--- src/design/skre_pkg.sv ---
// Shared constants and types for the spike key row expander.
package skre_pkg;

    localparam int TABLE_DEPTH = 16;
    localparam int IDX_W       = (TABLE_DEPTH > 1) ? $clog2(TABLE_DEPTH) : 1;
    localparam int CNT_W       = $clog2(TABLE_DEPTH + 1);
    localparam int CFG_W       = 5;
    localparam int SLOT_W      = 4;
    localparam int DATA_W      = 32;
    localparam int QUEUE_DEPTH = 2;
    localparam int QPTR_W      = (QUEUE_DEPTH > 1) ? $clog2(QUEUE_DEPTH) : 1;
    localparam int QCNT_W      = $clog2(QUEUE_DEPTH + 1);

    localparam logic KIND_LOAD  = 1'b0;
    localparam logic KIND_SPIKE = 1'b1;

    // One classified request. For a spike the key field carries the spike key.
    typedef struct packed {
        logic              is_spike;
        logic              slot_ok;
        logic [SLOT_W-1:0] slot;
        logic [DATA_W-1:0] key;
        logic [DATA_W-1:0] mask;
        logic [DATA_W-1:0] offset;
        logic [DATA_W-1:0] nmask;
    } t_cmd;

endpackage

--- src/design/skre_front.sv ---
// Front end: accepts requests, classifies them and queues them for the back end.
module skre_front
    import skre_pkg::*;
(
    input  logic              i_clk,
    input  logic              i_rst_n,
    input  logic              i_in_valid,
    output logic              o_in_ready,
    input  logic              i_kind,
    input  logic [SLOT_W-1:0] i_entry_index,
    input  logic [DATA_W-1:0] i_entry_key,
    input  logic [DATA_W-1:0] i_entry_mask,
    input  logic [DATA_W-1:0] i_entry_offset,
    input  logic [DATA_W-1:0] i_entry_neuron_mask,
    input  logic [DATA_W-1:0] i_spike_key,
    output logic              o_head_valid,
    output t_cmd              o_head,
    input  logic              i_pop
);

    t_cmd              r_q [QUEUE_DEPTH];
    logic [QPTR_W-1:0] r_wp;
    logic [QPTR_W-1:0] r_rp;
    logic [QCNT_W-1:0] r_cnt;
    t_cmd              cmd;
    logic              push;
    logic              pop;
    logic [31:0]       slot_ext;

    always_comb begin
        slot_ext     = 32'(i_entry_index);
        cmd.is_spike = (i_kind == KIND_SPIKE);
        cmd.slot_ok  = (slot_ext < 32'(TABLE_DEPTH));
        cmd.slot     = i_entry_index;
        cmd.key      = (i_kind == KIND_SPIKE) ? i_spike_key : i_entry_key;
        cmd.mask     = i_entry_mask;
        cmd.offset   = i_entry_offset;
        cmd.nmask    = i_entry_neuron_mask;
    end

    assign o_in_ready   = (r_cnt < QCNT_W'(QUEUE_DEPTH));
    assign o_head_valid = (r_cnt != '0);
    assign o_head       = r_q[r_rp];
    assign push         = i_in_valid && o_in_ready;
    assign pop          = i_pop && o_head_valid;

    always_ff @(posedge i_clk) begin
        if (push) begin
            r_q[r_wp] <= cmd;
        end
    end

    always_ff @(posedge i_clk) begin
        if (!i_rst_n) begin
            r_wp  <= '0;
            r_rp  <= '0;
            r_cnt <= '0;
        end else begin
            if (push) begin
                r_wp <= (r_wp == QPTR_W'(QUEUE_DEPTH - 1)) ? '0 : r_wp + QPTR_W'(1);
            end
            if (pop) begin
                r_rp <= (r_rp == QPTR_W'(QUEUE_DEPTH - 1)) ? '0 : r_rp + QPTR_W'(1);
            end
            if (push && !pop) begin
                r_cnt <= r_cnt + QCNT_W'(1);
            end else if (pop && !push) begin
                r_cnt <= r_cnt - QCNT_W'(1);
            end
        end
    end

endmodule

--- src/design/skre_back.sv ---
// Back end: routing table, result reg, stallable 1-entry/cycle key scan.
module skre_back
    import skre_pkg::*;
(
    input  logic              i_clk,
    input  logic              i_rst_n,
    input  logic [CFG_W-1:0]  i_entry_count,
    input  logic              i_head_valid,
    input  t_cmd              i_head,
    output logic              o_pop,
    output logic              o_out_valid,
    input  logic              i_out_ready,
    output logic [DATA_W-1:0] o_row_index,
    output logic              o_no_match,
    output logic              o_last
);

    typedef enum logic {S_IDLE, S_SCAN} t_state;

    t_state            r_state;
    logic [DATA_W-1:0] r_key    [TABLE_DEPTH];
    logic [DATA_W-1:0] r_mask   [TABLE_DEPTH];
    logic [DATA_W-1:0] r_offset [TABLE_DEPTH];
    logic [DATA_W-1:0] r_nmask  [TABLE_DEPTH];
    logic [DATA_W-1:0] r_spike;
    logic [CNT_W-1:0]  r_limit;
    logic [CNT_W-1:0]  r_n;
    logic              r_has_pend;
    logic [DATA_W-1:0] r_pend;
    logic              r_out_valid;
    logic [DATA_W-1:0] r_out_row;
    logic              r_out_no_match;
    logic              r_out_last;

    logic [IDX_W-1:0]  rd_idx;
    logic [IDX_W-1:0]  wr_idx;
    logic [31:0]       slot_ext;
    logic [31:0]       cnt_ext;
    logic [CNT_W-1:0]  limit;
    logic              hit;
    logic [DATA_W-1:0] row;
    logic              out_free;
    logic              emit;

    always_comb begin
        slot_ext = 32'(i_head.slot);
        wr_idx   = slot_ext[IDX_W-1:0];
        cnt_ext  = 32'(i_entry_count);
        limit    = CNT_W'((cnt_ext > 32'(TABLE_DEPTH)) ? 32'(TABLE_DEPTH) : cnt_ext);
        rd_idx   = r_n[IDX_W-1:0];
        hit      = ((r_spike & r_mask[rd_idx]) == r_key[rd_idx]);
        row      = r_offset[rd_idx] + (r_spike & r_nmask[rd_idx]);
        out_free = !r_out_valid || i_out_ready;
        emit     = (r_state == S_SCAN) && out_free &&
                   ((r_n == r_limit) || (hit && r_has_pend));
    end

    assign o_pop       = (r_state == S_IDLE) && i_head_valid;
    assign o_out_valid = r_out_valid;
    assign o_row_index = r_out_row;
    assign o_no_match  = r_out_no_match;
    assign o_last      = r_out_last;

    always_ff @(posedge i_clk) begin
        if (o_pop && !i_head.is_spike && i_head.slot_ok) begin
            r_key[wr_idx]    <= i_head.key;
            r_mask[wr_idx]   <= i_head.mask;
            r_offset[wr_idx] <= i_head.offset;
            r_nmask[wr_idx]  <= i_head.nmask;
        end
    end

    always_ff @(posedge i_clk) begin
        if (!i_rst_n) begin
            r_state     <= S_IDLE;
            r_has_pend  <= 1'b0;
            r_out_valid <= 1'b0;
        end else begin
            if (emit) begin
                r_out_valid <= 1'b1;
            end else if (i_out_ready) begin
                r_out_valid <= 1'b0;
            end
            unique case (r_state)
                S_IDLE: begin
                    if (i_head_valid && i_head.is_spike) begin
                        r_spike    <= i_head.key;
                        r_limit    <= limit;
                        r_n        <= '0;
                        r_has_pend <= 1'b0;
                        r_state    <= S_SCAN;
                    end
                end
                S_SCAN: begin
                    if (r_n == r_limit) begin
                        if (out_free) begin
                            r_out_row      <= r_has_pend ? r_pend : '0;
                            r_out_no_match <= !r_has_pend;
                            r_out_last     <= 1'b1;
                            r_state        <= S_IDLE;
                        end
                    end else if (hit) begin
                        if (!r_has_pend) begin
                            r_pend     <= row;
                            r_has_pend <= 1'b1;
                            r_n        <= r_n + CNT_W'(1);
                        end else if (out_free) begin
                            // previous match is known not to be the last one
                            r_out_row      <= r_pend;
                            r_out_no_match <= 1'b0;
                            r_out_last     <= 1'b0;
                            r_pend         <= row;
                            r_n            <= r_n + CNT_W'(1);
                        end
                    end else begin
                        r_n <= r_n + CNT_W'(1);
                    end
                end
            endcase
        end
    end

endmodule

--- src/design/spike_key_row_expander.sv ---
// Top level of the spike key row expander: entry count register, front end and back end.
// The back end scans entry_count table entries (capped at 16), one entry per cycle unless a
// match waits for the result register. The first result is emitted when a second match is
// found, or at the end of the scan with fewer than two matches. The front end queue accepts
// requests while a spike is scanned; the back end takes the next request only when idle.
// Reset: synchronous, active low; clears queue, scan, result and entry_count, not the table.
module spike_key_row_expander
    import skre_pkg::*;
(
    input  logic              i_clk,
    input  logic              i_rst_n,
    input  logic              i_cfg_we,
    input  logic [CFG_W-1:0]  i_cfg_wdata,
    input  logic              i_in_valid,
    output logic              o_in_ready,
    input  logic              i_kind,
    input  logic [SLOT_W-1:0] i_entry_index,
    input  logic [DATA_W-1:0] i_entry_key,
    input  logic [DATA_W-1:0] i_entry_mask,
    input  logic [DATA_W-1:0] i_entry_offset,
    input  logic [DATA_W-1:0] i_entry_neuron_mask,
    input  logic [DATA_W-1:0] i_spike_key,
    output logic              o_out_valid,
    input  logic              i_out_ready,
    output logic [DATA_W-1:0] o_row_index,
    output logic              o_no_match,
    output logic              o_last
);

    logic [CFG_W-1:0] r_entry_count;
    logic             head_valid;
    t_cmd             head;
    logic             pop;

    always_ff @(posedge i_clk) begin
        if (!i_rst_n) begin
            r_entry_count <= '0;
        end else if (i_cfg_we) begin
            r_entry_count <= i_cfg_wdata;
        end
    end

    skre_front u_front (
        .i_clk               (i_clk),
        .i_rst_n             (i_rst_n),
        .i_in_valid          (i_in_valid),
        .o_in_ready          (o_in_ready),
        .i_kind              (i_kind),
        .i_entry_index       (i_entry_index),
        .i_entry_key         (i_entry_key),
        .i_entry_mask        (i_entry_mask),
        .i_entry_offset      (i_entry_offset),
        .i_entry_neuron_mask (i_entry_neuron_mask),
        .i_spike_key         (i_spike_key),
        .o_head_valid        (head_valid),
        .o_head              (head),
        .i_pop               (pop)
    );

    skre_back u_back (
        .i_clk         (i_clk),
        .i_rst_n       (i_rst_n),
        .i_entry_count (r_entry_count),
        .i_head_valid  (head_valid),
        .i_head        (head),
        .o_pop         (pop),
        .o_out_valid   (o_out_valid),
        .i_out_ready   (i_out_ready),
        .o_row_index   (o_row_index),
        .o_no_match    (o_no_match),
        .o_last        (o_last)
    );

endmodule
--- config.mk ---
export PLATFORM = sky130hd
export DESIGN_NAME = spike_key_row_expander
export DESIGN_NICKNAME = d
export VERILOG_FILES = /design/src/design/skre_pkg.sv /design/src/design/skre_front.sv /design/src/design/skre_back.sv /design/src/design/spike_key_row_expander.sv
export SDC_FILE = /design/constraint.sdc
export NUM_CORES = 2
export LEC_CHECK = 0
export BUFFER_PORTS_ARGS = -buffer_cell sky130_fd_sc_hd__buf_2
export CAP_MARGIN = 20
export CORE_UTILIZATION = 45
export DETAILED_ROUTE_END_ITERATION = 6
export PLACE_DENSITY = 0.61
export SYNTH_ARGS = -nofsm -noshare
export SYNTH_HDL_FRONTEND = slang
export SYNTH_HIERARCHICAL = 1
export SYNTH_SLANG_ARGS = --single-unit
--- constraint.sdc ---
create_clock -name i_clk -period 30.2 [get_ports i_clk]
set_input_delay 1.51 -clock i_clk [delete_from_list [all_inputs] [get_ports i_clk]]
set_output_delay 1.51 -clock i_clk [all_outputs]
set_load 0.01 [all_outputs]
==> summary.md <==
| Metric | Value |
|---|---|
| Outcome | complete, no violations |
| Worst IR Drop VDD | between 0.00006 and 0.00007 V |
| Final Skew | about 0.036 ns |
| I/O Pins | ~210 |
| Area Overhead vs Synth | 13.0% |
| Top-area cell type share of the netlist area | between 70% and 80% |
| Largest net degree at the start of global routing | around 130 |
| Max Freq | approximately 130 MHz |
| Initial antenna violation count | 14 |
| 1st-iter DRT viols | about 4300 |
| WL per Instance | around 30 µm |
| Vias per cell | between 5 and 6 |
| Pre-CTS WS | 22.68 ns |
| First-pass GRT wire length | ~320000 µm |
| Die area | between 200000 and 250000 µm² |
| Initial core utilization | about 45% |
| Synth Area per Inst | between 20 and 25 µm² |
| CP startpoint kind | register |
| Synth Flop Type | edfxtp_1 |
| CP Class | register to register |
| Most common cell in the netlist | edfxtp_1 |
| TNS Setup | 0 ns |
| Global route total overflow | 0 |
| Slew @ Worst Pin | 1.11 ns |
| Relative slew slack | between 20% and 30% |
| Number of flops mapped to enable cells by yosys | around 2400 |
| Hold/Removal Path Class | register to register |
| Via Count | 43700 |
| Crit-path max FO | 106 |
| # clock sinks | about 2400 |
| Die Ht | between 400 and 500 µm |
| Worst Path Required | about 31 ns |
| Core Region | between 200000 and 250000 µm² |
| Tmin final | 7.52 ns |
| Synth Net Count | between 4000 and 5000 |
| RePlAce Congestion | slightly above 0.8 |
| Unique masters post-synth | 76 |
| Synth Warn # | 6 |
| Crit. End Element | register |
| Final setup margin | around 23 ns |
| Drt pass-1 iters | 7 |
| Residual DRC | 0 |
| WHS | approximately 0.53 ns |
| Synth top cells by count | edfxtp_1 (2422), mux4_2 (556), mux2_2 (111) |
| Clock Latency Late Sink | between 0.8 and 0.9 ns |
| Synth area leader | edfxtp_1 |
| Max-cap violations | 0 |
| Number of global-route vias before repair | about 45000 |
| CP Data Arrival Time | between 8 and 9 ns |
| Root buf cell | clkbuf_16 |
| Async SR Flop Fraction | 0% |
| Synthesized flop and latch total | 2439 |
| Layout cells sized above 1 | between 30% and 40% |
| Synthesized area | about 94000 µm² |
| Mapped Cells | slightly above 4000 |
| # setup viols final | 0 |
| PortBufs | between 200 and 250 |
| TritonCTS Buffers | ~240 |
| CTS tree | done |
| Post-route ant nets | 0 |
| LEAKAGE | ~34 nW |
| Sequential share of the synthesized area | between 70% and 80% |
| Clk slew on worst S/H paths | 0.06 ns |
| H-Tree Depth | 4 |
| Fill cell count | roughly 16000 |
| Max clock buf depth | 3 |
| Total Routed Length | 227000 µm |
| Nets@finish | approximately 4700 |
| Top post-synthesis cells by area | edfxtp_1 (77%), mux4_2 (13%), mux2_2 (1.3%), mux2_4 (1.1%), mux2i_1 (0.81%) |
| Max-slew violations | 0 |
| PostCTS Resize Cnt | 0 |
| Total GRT Usage | 21.6% |
| Power per cell area | between 90 and 100 nW/µm² |
| Die X-Extent | ~460 µm |
| RSZ-0062 raised after global routing | no |
| Site Rows | around 170 |
| Final Hold Vio Count | 0 |
| Final worst path period share | about 25% |
| Cts hold-fix bufs | 0 |
| Final HPWL DP | approximately 120000 µm |
| Post-CTS setup buffer count | 0 |
## layout by cell type, fill, tap and decap left out, types with 11 or more instances in the layout
master,n
a211oi_1,16
a21oi_1,40
a221oi_1,13
a22oi_1,17
and2_1,40
and3_1,14
buf_12,11
buf_2,209
buf_4,73
bufinv_16,27
clkbuf_1,35
clkbuf_16,240
clkinv_1,57
clkinv_2,49
dfxtp_1,12
edfxtp_1,2422
ha_1,33
inv_1,25
mux2_2,111
mux2_4,70
mux2i_1,76
mux4_2,556
nand2_1,89
nand3_1,21
nor2_1,34
nor2_4,13
nor2b_1,60
o21ai_0,32
xnor2_1,37
xor2_1,23
## cell type report
cell class                      instances  area (µm²)  area share, %
Multi-Input combinational cell       1453       20100           18.9
Clock buffer                          275        6140           5.76
Timing Repair Buffer                  293        1810           1.70
Antenna cell                            5        12.5         0.0117
Sequential cell                      2439       73100           68.6
Clock inverter                        164        1750           1.65
Tap cell                             2788        3490           3.28
Inverter                               28         113          0.106
## stage by stage
stage	std cells	area, µm²	util (%)	power (W)
2_1_floorplan	4104	94200	-	0.00607
3_3_place_gp	7001	98600	47.5	0.00677
3_5_place_dp	7001	98600	47.5	0.00681
4_1_cts	7440	106000	51.3	0.00978
5_1_grt	7441	106000	51.3	0.0100
6_report	7445	107000	51.3	0.00969
## flip-flops by register name, indices dropped and copies added (netlist names), 2 cells and up, named ones only
register,flops
r_entry_count,5
u_front/r_cnt,2
u_back/r_key,512
u_back/r_offset,512
u_back/r_pend,32
u_back/o_row_index,32
u_back/r_n,5
u_back/r_spike,32
u_front/r_q,266
u_back/r_nmask,512
u_back/r_mask,512
u_back/r_limit,5
## worst paths after layout
kind / start / end / slack [ns] / cells after the start
worst max-delay path: register / u_back/r_pend[31]$_DFFE_PP_ / 22.68 / 17
worst min-delay path: r_entry_count[3]$_SDFFE_PN0P_ / r_entry_count[3]$_SDFFE_PN0P_ / 0.53 / 2
worst max register to register: register / u_back/r_pend[31]$_DFFE_PP_ / 22.68 / 17
worst min register to register: r_entry_count[3]$_SDFFE_PN0P_ / r_entry_count[3]$_SDFFE_PN0P_ / 0.53 / 2
## routing by layer
layer | routed length, µm | GRT usage (%) | vias to the layer above
li1 | - | - | 18000
met4 | 5970 | 6.26 | 2
met5 | 12 | 0 | -
met2 | 113000 | 35.6 | 1489
met3 | 13500 | 2.98 | 309
met1 | 94800 | 30.0 | 23900
## cells by family (layout without fill, tap and decap cells)
kind of cell	Yosys count	after routing	synth area share (%)
AO/OA/AOI/OAI	206	206	1.53
multiplexers	824	824	16.8
flip-flops	2439	2439	77.5
adder cells (fa/ha/maj)	34	34	0.459
AND/OR/NAND/NOR	328	328	1.81
other	1	6	0.00398
XOR/XNOR	60	60	0.558
buffers and inverters	212	760	1.28
## critical path, cell delays in order, from the launching register on
cell and delay, ns:
dfxtp_4 0.71, buf_4 0.78, buf_12 0.65, buf_4 0.80, mux4_2 0.59, mux4_2 0.57
and2_1 0.20, ha_1 0.38, nand4_1 0.21, nor3_1 0.32, nand2_1 0.10, o211ai_1 0.40
nand4_1 0.20, a31oi_1 0.32, a211oi_1 0.16, o31ai_1 0.28, a21oi_1 0.13, xnor2_1 0.13
## power breakdown
part	leakage [nW]	switching (W)	total (W)	internal [W]
Sequential	22.0	0.0000792	0.00427	0.00419
Combinational	7.89	0.00144	0.00244	0.00100
Clock	3.84	0.00128	0.00298	0.00169
Total	33.8	0.00280	0.00969	0.00689
Note: power is estimated with default switching activity, not from simulation.
